[src/hdl/nsr_pkg.sv]
// Shared types and constants for the Newton square root block.
// Holds the controller/datapath command and status structs and fixed widths.
// No dependencies.
`timescale 1ns / 1ps
`default_nettype none

package nsr_pkg;

    // Guesses, remainder and quotient are carried at full 64-bit precision
    localparam int GUESS_W = 64;
    localparam int ROOT_W  = 24;
    localparam int TOL_W   = 32;
    localparam int APB_W   = 32;
    localparam int ADDR_W  = 3;

    // Index of the tolerance register within the register map
    localparam logic REG_TOLERANCE = 1'b0;

    localparam logic [TOL_W-1:0] TOL_RESET = 32'd1;

    typedef struct packed {
        logic load_in;
        logic div_start;
        logic div_step;
        logic take_avg;
        logic next_guess;
        logic load_out;
        logic out_special;
        logic out_limit;
    } cmd_t;

    typedef struct packed {
        logic special;
        logic div_last;
        logic converged;
        logic iter_last;
    } status_t;

endpackage

`default_nettype wire

[src/hdl/nsr_ctrl.sv]
// Sequencer for the Newton square root block.
// Drives the datapath by commands and owns the input and output handshakes.
// Depends on nsr_pkg.
`timescale 1ns / 1ps
`default_nettype none

module nsr_ctrl (
    input  wire logic            clk,
    input  wire logic            rst_n,
    input  wire logic            in_valid,
    output logic                 in_stall,
    output logic                 out_valid,
    input  wire logic            out_stall,
    input  wire nsr_pkg::status_t status,
    output nsr_pkg::cmd_t        cmd
);

    localparam logic [2:0] ST_IDLE   = 3'd0;
    localparam logic [2:0] ST_CHECK  = 3'd1;
    localparam logic [2:0] ST_DIV    = 3'd2;
    localparam logic [2:0] ST_AVG    = 3'd3;
    localparam logic [2:0] ST_CMP    = 3'd4;
    localparam logic [2:0] ST_FINISH = 3'd5;

    logic [2:0] state_reg, state_next;
    logic       out_valid_reg, out_valid_next;
    logic       spec_reg, spec_next;
    logic       lim_reg, lim_next;
    logic       out_free;

    assign in_stall  = (state_reg != ST_IDLE);
    assign out_valid = out_valid_reg;
    assign out_free  = !out_valid_reg || !out_stall;

    always_comb
    begin
        state_next      = state_reg;
        spec_next       = spec_reg;
        lim_next        = lim_reg;
        cmd             = '0;
        cmd.out_special = spec_reg;
        cmd.out_limit   = lim_reg;

        case (state_reg)
            ST_IDLE:
            begin
                if (in_valid)
                begin
                    cmd.load_in = 1'b1;
                    state_next  = ST_CHECK;
                end
            end
            ST_CHECK:
            begin
                if (status.special)
                begin
                    spec_next  = 1'b1;
                    lim_next   = 1'b0;
                    state_next = ST_FINISH;
                end
                else
                begin
                    spec_next     = 1'b0;
                    cmd.div_start = 1'b1;
                    state_next    = ST_DIV;
                end
            end
            ST_DIV:
            begin
                cmd.div_step = 1'b1;
                if (status.div_last)
                begin
                    state_next = ST_AVG;
                end
            end
            ST_AVG:
            begin
                cmd.take_avg = 1'b1;
                state_next   = ST_CMP;
            end
            ST_CMP:
            begin
                if (status.converged)
                begin
                    lim_next   = 1'b0;
                    state_next = ST_FINISH;
                end
                else if (status.iter_last)
                begin
                    lim_next   = 1'b1;
                    state_next = ST_FINISH;
                end
                else
                begin
                    // advance to the next guess and restart the divider at once
                    cmd.next_guess = 1'b1;
                    cmd.div_start  = 1'b1;
                    state_next     = ST_DIV;
                end
            end
            ST_FINISH:
            begin
                // hold until the output register is free
                if (out_free)
                begin
                    cmd.load_out = 1'b1;
                    state_next   = ST_IDLE;
                end
            end
            default:
            begin
                state_next = ST_IDLE;
            end
        endcase
    end

    always_comb
    begin
        out_valid_next = out_valid_reg;
        if (out_valid_reg && !out_stall)
        begin
            out_valid_next = 1'b0;
        end
        if (cmd.load_out)
        begin
            out_valid_next = 1'b1;
        end
    end

    always_ff @(posedge clk or negedge rst_n)
    begin
        if (!rst_n)
        begin
            state_reg     <= ST_IDLE;
            out_valid_reg <= 1'b0;
            spec_reg      <= 1'b0;
            lim_reg       <= 1'b0;
        end
        else
        begin
            state_reg     <= state_next;
            out_valid_reg <= out_valid_next;
            spec_reg      <= spec_next;
            lim_reg       <= lim_next;
        end
    end

endmodule

`default_nettype wire

[src/hdl/nsr_datapath.sv]
// Datapath of the Newton square root block: operand and guess registers,
// a restoring fixed-point divider (one quotient bit a cycle), averaging,
// convergence compare and the output register. Depends on nsr_pkg.
`timescale 1ns / 1ps
`default_nettype none

module nsr_datapath #(
    parameter int FRAC_BITS  = 16,
    parameter int DATA_WIDTH = 32,
    parameter int MAX_ITERS  = 32
) (
    input  wire logic                      clk,
    input  wire logic [DATA_WIDTH-1:0]     value,
    input  wire logic [nsr_pkg::TOL_W-1:0] tolerance,
    input  wire nsr_pkg::cmd_t             cmd,
    output nsr_pkg::status_t               status,
    output logic [nsr_pkg::ROOT_W-1:0]     root,
    output logic                           is_nan,
    output logic                           hit_limit
);

    localparam int GW        = nsr_pkg::GUESS_W;
    localparam int TOTAL     = DATA_WIDTH + FRAC_BITS;
    localparam int BIT_CNT_W = $clog2(TOTAL + 1);
    localparam int ITER_W    = $clog2(MAX_ITERS);

    logic [DATA_WIDTH-1:0] v_reg;
    logic [DATA_WIDTH-1:0] numsh_reg, numsh_next;
    logic [GW-1:0]         last_reg, last_next;
    logic [GW-1:0]         next_reg, next_next;
    logic [GW-1:0]         rem_reg, rem_next;
    logic [GW-1:0]         quo_reg, quo_next;
    logic                  sat_reg, sat_next;
    logic [BIT_CNT_W-1:0]  bitcnt_reg, bitcnt_next;
    logic [ITER_W-1:0]     iter_reg, iter_next;
    logic [nsr_pkg::ROOT_W-1:0] root_reg, root_next;
    logic                  nan_reg, nan_next;
    logic                  lim_reg, lim_next;

    logic [GW-1:0] v_wide;
    logic          v_neg;
    logic [GW-1:0] rem_sh;
    logic          take;
    logic [GW-1:0] quotient;
    logic [GW-1:0] avg_sum;
    logic [GW-1:0] diff;

    assign v_wide = GW'(v_reg);
    assign v_neg  = v_reg[DATA_WIDTH-1];

    // One restoring step; the bit shifted out of the remainder forces a subtract
    assign rem_sh = {rem_reg[GW-2:0], numsh_reg[DATA_WIDTH-1]};
    assign take   = rem_reg[GW-1] || (rem_sh >= last_reg);

    // Saturated or zero-divisor quotient reads as all ones
    assign quotient = (sat_reg || (last_reg == '0)) ? '1 : quo_reg;
    assign avg_sum  = (last_reg >> 1) + (quotient >> 1)
                      + GW'(last_reg[0] & quotient[0]);

    assign diff = (last_reg > next_reg) ? (last_reg - next_reg) : (next_reg - last_reg);

    assign status.special   = v_neg || (v_wide == '0) || (v_wide == (GW'(1) << FRAC_BITS));
    assign status.div_last  = (bitcnt_reg == BIT_CNT_W'(1));
    assign status.converged = (diff <= GW'(tolerance));
    assign status.iter_last = (iter_reg == ITER_W'(MAX_ITERS - 1));

    always_comb
    begin
        numsh_next  = numsh_reg;
        last_next   = last_reg;
        next_next   = next_reg;
        rem_next    = rem_reg;
        quo_next    = quo_reg;
        sat_next    = sat_reg;
        bitcnt_next = bitcnt_reg;
        iter_next   = iter_reg;
        root_next   = root_reg;
        nan_next    = nan_reg;
        lim_next    = lim_reg;

        if (cmd.load_in)
        begin
            last_next = GW'(value);
            iter_next = '0;
        end
        if (cmd.next_guess)
        begin
            last_next = next_reg;
            iter_next = iter_reg + ITER_W'(1);
        end
        if (cmd.div_start)
        begin
            numsh_next  = v_reg;
            rem_next    = '0;
            quo_next    = '0;
            sat_next    = 1'b0;
            bitcnt_next = BIT_CNT_W'(TOTAL);
        end
        if (cmd.div_step)
        begin
            // operand bits enter MSB first, then zeros for the fraction shift
            numsh_next  = {numsh_reg[DATA_WIDTH-2:0], 1'b0};
            rem_next    = take ? (rem_sh - last_reg) : rem_sh;
            sat_next    = sat_reg | quo_reg[GW-1];
            quo_next    = {quo_reg[GW-2:0], take};
            bitcnt_next = bitcnt_reg - BIT_CNT_W'(1);
        end
        if (cmd.take_avg)
        begin
            next_next = avg_sum;
        end
        if (cmd.load_out)
        begin
            if (cmd.out_special)
            begin
                root_next = v_neg ? '0 : v_wide[nsr_pkg::ROOT_W-1:0];
                nan_next  = v_neg;
                lim_next  = 1'b0;
            end
            else
            begin
                root_next = next_reg[nsr_pkg::ROOT_W-1:0];
                nan_next  = 1'b0;
                lim_next  = cmd.out_limit;
            end
        end
    end

    always_ff @(posedge clk)
    begin
        if (cmd.load_in)
        begin
            v_reg <= value;
        end
        numsh_reg  <= numsh_next;
        last_reg   <= last_next;
        next_reg   <= next_next;
        rem_reg    <= rem_next;
        quo_reg    <= quo_next;
        sat_reg    <= sat_next;
        bitcnt_reg <= bitcnt_next;
        iter_reg   <= iter_next;
        root_reg   <= root_next;
        nan_reg    <= nan_next;
        lim_reg    <= lim_next;
    end

    assign root      = root_reg;
    assign is_nan    = nan_reg;
    assign hit_limit = lim_reg;

endmodule

`default_nettype wire

[src/hdl/newton_square_root.sv]
// Newton square root, top level: register port, controller and datapath.
// Depends on nsr_pkg, nsr_ctrl and nsr_datapath.
//
// Usage
//   Input channel (in_valid / in_stall / value): one signed fixed-point operand
//   per transfer. in_stall is low only while the block is idle, so one
//   operand is in flight at a time.
//   Output channel (out_valid / out_stall / root / is_nan / hit_limit): one
//   result per operand, held in an output register. A new operand is taken
//   while a finished result still waits there.
//   Negative, zero and exactly-one operands skip the divider and go from the
//   check to the output register. Otherwise each Newton step runs the
//   one-bit-per-cycle divider over DATA_WIDTH + FRAC_BITS quotient bits,
//   then an average and a compare; at most MAX_ITERS steps run, and the
//   result is loaded into the output register after the last step.
//   The next operand is taken only once that result has been loaded.
//   If the receiver stalls, the result holds in the output register and a
//   following result waits in the datapath until that register empties.
//   Reset clears the handshakes and sets tolerance to 1; the APB port
//   holds tolerance at address 0, is always ready and reads back its value.
`timescale 1ns / 1ps
`default_nettype none

module newton_square_root #(
    parameter int FRAC_BITS  = 16,
    parameter int DATA_WIDTH = 32,
    parameter int MAX_ITERS  = 32
) (
    input  wire logic                        clk,
    input  wire logic                        rst_n,
    input  wire logic                        psel,
    input  wire logic                        penable,
    input  wire logic                        pwrite,
    input  wire logic [nsr_pkg::ADDR_W-1:0]  paddr,
    input  wire logic [nsr_pkg::APB_W-1:0]   pwdata,
    output logic      [nsr_pkg::APB_W-1:0]   prdata,
    output logic                             pready,
    input  wire logic                        in_valid,
    output logic                             in_stall,
    input  wire logic signed [DATA_WIDTH-1:0] value,
    output logic                             out_valid,
    input  wire logic                        out_stall,
    output logic      [nsr_pkg::ROOT_W-1:0]  root,
    output logic                             is_nan,
    output logic                             hit_limit
);

    logic [nsr_pkg::TOL_W-1:0] tol_reg, tol_next;
    logic                      reg_sel;
    nsr_pkg::cmd_t             cmd;
    nsr_pkg::status_t          status;

    // Register index is the word address above the byte offset
    assign reg_sel = (paddr[nsr_pkg::ADDR_W-1] == nsr_pkg::REG_TOLERANCE);
    assign pready  = 1'b1;
    assign prdata  = reg_sel ? tol_reg : '0;

    always_comb
    begin
        tol_next = tol_reg;
        if (psel && penable && pwrite && pready && reg_sel)
        begin
            tol_next = pwdata;
        end
    end

    always_ff @(posedge clk or negedge rst_n)
    begin
        if (!rst_n)
        begin
            tol_reg <= nsr_pkg::TOL_RESET;
        end
        else
        begin
            tol_reg <= tol_next;
        end
    end

    nsr_ctrl u_ctrl (
        .clk       (clk),
        .rst_n     (rst_n),
        .in_valid  (in_valid),
        .in_stall  (in_stall),
        .out_valid (out_valid),
        .out_stall (out_stall),
        .status    (status),
        .cmd       (cmd)
    );

    nsr_datapath #(
        .FRAC_BITS  (FRAC_BITS),
        .DATA_WIDTH (DATA_WIDTH),
        .MAX_ITERS  (MAX_ITERS)
    ) u_datapath (
        .clk       (clk),
        .value     (value),
        .tolerance (tol_reg),
        .cmd       (cmd),
        .status    (status),
        .root      (root),
        .is_nan    (is_nan),
        .hit_limit (hit_limit)
    );

endmodule

`default_nettype wire

[config.mk]
export PLATFORM = sky130hd
export DESIGN_NAME = newton_square_root
export DESIGN_NICKNAME = d
export VERILOG_FILES = /design/src/hdl/nsr_pkg.sv /design/src/hdl/nsr_ctrl.sv /design/src/hdl/nsr_datapath.sv /design/src/hdl/newton_square_root.sv
export SDC_FILE = /design/constraint.sdc
export NUM_CORES = 1
export LEC_CHECK = 0
export BUFFER_PORTS_ARGS = -buffer_cell sky130_fd_sc_hd__buf_2
export CORE_UTILIZATION = 40
export CTS_CLUSTER_DIAMETER = 150
export DETAILED_ROUTE_END_ITERATION = 8
export PLACE_DENSITY = 0.54
export REMOVE_ABC_BUFFERS = 1
export SKIP_CTS_REPAIR_TIMING = 1
export SKIP_LAST_GASP = 1
export SLEW_MARGIN = 15
export SYNTH_ARGS = -nofsm -noshare
export SYNTH_HDL_FRONTEND = slang
export SYNTH_SLANG_ARGS = --single-unit
[constraint.sdc]
create_clock -name clk -period 14.31 [get_ports clk]
set_clock_uncertainty 0.1 [all_clocks]
set_input_delay 0.7155 -clock clk [delete_from_list [all_inputs] [get_ports clk]]
set_output_delay 0.7155 -clock clk [all_outputs]
set_load 0.01 [all_outputs]
==> metrics.md <==
| Metric | Value |
|---|---|
| Status | finished, final reports clean |
| Slew Viols, Final | 0 |
| Critical-path maximum fanout | 71 |
| Global Route met1 Usage | between 30 and 40% |
| Most frequent cells in the layout | a21oi_1, edfxtp_1, ha_1, nand2_1, inv_1 |
| Max Buffers Root-to-Sink | 3 |
| Initial Utilization | around two fifths |
| Crit start category | register |
| Clock sink count | roughly 400 |
| Yosys top cell by area | edfxtp_1 |
| Dpl ws | 5.023 ns |
| Max-cap violations | 0 |
| Avg Vias per Cell | roughly 5.9 |
| Commonest non-fill, non-tap cell in the layout | a21oi_1 |
| Async SR Flop Fraction | 9.596% |
| Final weighted congestion in routability-driven placement | 0.9581 |
| Synth Flop Type | edfxtp_1 |
| Detailed Route Iter0 Violations | 2407 |
| CP required | about 14 ns |
| Synth Instances | 3485 |
| PnR worst setup slack | 4.812 ns |
| Post-route DRC | 0 |
| Mux contribution to synthesized area | ~2.7% |
| Post-synthesis simple-gate area fraction | between 15 and 20% |
| ANT nets after route | 0 |
| FP Rows | 102 |
| Clock latency on the worst-skew pair | a little over 0.6 ns |
| Clock tree from TritonCTS | yes |
| Worst Path Arrival | 9.62 ns |
| HPWL Detailed | 82.23 mm |
| Slowest-stage cell, CP | or3_4 |
| Vias in the first global route | 25778 |
| Final setup violation count | 0 |
| Register area share after synthesis | 36.86% |
| First-pass GRT wire length | about 160 mm |
| Drt first pass iters | 6 |
| Largest net degree at the start of global routing | between 70 and 80 |
| Busiest layer in global routing | met2 |
| Slew Limit Headroom | roughly a fifth |
| Worst Tran Pin Value | 1.152 ns |
| Total core area | 77980 sq um |
| Area Growth Syn to Fin | 10.09% |
| Mean Syn Cell Area | 9.103 sq um |
| Root buffer cell | clkbuf_16 |
| Xor/xnor share of the synthesized area | 4.914% |
| Grt met2 use | about two fifths |
| Total number of vias | 27008 |
| Fmax | 0.1053 GHz |
| Share of layout cells above drive strength 1 | 9.520% |
| Synthesized cell area | roughly 32000 sq um |
| Port buffer count | about 130 |
| Drt total wl | 105.8 mm |
| Post-synthesis cell type count | 84 |
| Clock period minus worst slack | 9.498 ns |
| All-layer global routing usage | 25.81% |
| Post-Synth Adder-Cell Area | between 10% and 20% |
| Slowest stage delay, CP | 0.65 ns |
| Unrepaired setup endpoints after global routing | no |
| Total CTS buffers | 49 |
| Flops & latches, synth | 396 |
| Global route overflow | 0 |
| Worst path most repeated cell | a21o_1 |
| Critical Path Sink Type | register |
| Ant diodes | 0 |
| Routed WL per cell | 23.00 um |
| Post-synth EDFFs | 357 |
| Kind of critical path | register to register |
| Crit path max-delay family | compound AO/OA/AOI/OAI gates |
| Die ar. | 80440 sq um |
| Synth top area share | 33.79% |
| Met3 usage | approximately 2.8% |
| Die W | 283.6 um |
| Main combinational cell family by area after synthesis | compound AO/OA/AOI/OAI gates |
| CTS clock-pin slew for the worst setup and hold paths | 0.06 ns |
| Number of I/O pins | 135 |
| Dominant cells by area after synthesis | edfxtp_1, ha_1, a21oi_1 |
| Synth Area in Compound Gates | 21.49% |
| Fin nets | a little under 4000 |
| Die height | 283.6 um |
| WP buf/inv | 4 |
| Min-delay worst type | input port to async pin |
| Yosys warning count | 0 |
| H-tree depth | 2 |
| Antenna violations before repair | 1 |
| Final worst path period share | 66.37% |
| Final Hold Vio Count | 0 |
## cell usage after synthesis (all sizes together), types with 10 or more instances
master,instances
a31o,10
a221oi,14
or2,12
inv,231
o211ai,35
nand2,280
o22ai,12
nor4,36
o21bai,51
buf,56
o21ai,194
nor3,40
a21oi,367
and4,12
a31oi,24
ha,289
o31ai,13
o221ai,12
or3,83
and2,53
mux2,67
o21a,43
a21o,135
and3,89
nor2b,38
nand3b,26
nand2b,24
nor2,212
xor2,66
dfrtp,37
clkbuf,120
nand3,62
a211oi,47
a22o,31
a211o,13
nand4,78
edfxtp,357
xnor2,112
or4,10
## routing by layer
metal  wire length (um)  part of all wire [%]
met5                  0                     0
met4               2249                   2.1
met3               5801                   5.5
met2              45520                    43
met1              52270                    49
## layout make-up
type | count | area, sq um
Multi-Input combinational cell | 2682 | 18440
Clock inverter | 35 | 471.7
Sequential cell | 396 | 11690
Clock buffer | 57 | 1276
Timing Repair Buffer | 160 | 873.3
Tap cell | 1040 | 1301
Fill cell | 7650 | 43050
Inverter | 231 | 867.1
## worst paths after layout
check | endpoint | start | depth (start not counted) | slack [ns]
setup / recovery | u_datapath.quo_reg[32] | u_datapath.last_reg[0] | 29 | 4.81
hold / removal | tol_reg[18] | rst_n | 1 | 0.12
setup reg to reg | u_datapath.quo_reg[32] | u_datapath.last_reg[0] | 29 | 4.81
hold reg to reg | u_datapath.numsh_reg[0] | u_datapath.numsh_reg[0] | 2 | 0.36
max in group asynchronous | u_ctrl.state_reg[1] | rst_n | 1 | 13.38
min in group clk | u_datapath.v_reg[10] | value[10] | 1 | 0.20
## cell families after synthesis
logic type / after synthesis
fa+ha+maj: 294
simple gates: 1062
mux: 76
compound gates: 1071
xor+xnor: 178
flops: 396
buf+inv: 407
other cells: 1
## through the flow
step	utilization [%]	TNS [ns]	instances	hold WS [ns]	cell area, sq um
after CTS	44.79	0	4601	0.1183	34930
after detailed placement	42.55	0	4509	0.3512	33180
after global routing	44.79	0	4601	0.1842	34930
after floorplan	-	-35.82	3309	0.3199	30930
after global placement	42.55	0	4509	0.3402	33180
final	44.79	0	4601	0.1213	34930
Power is not shown: default switching activity piles up to over one toggle a cycle in this logic, so the estimate is an artifact.
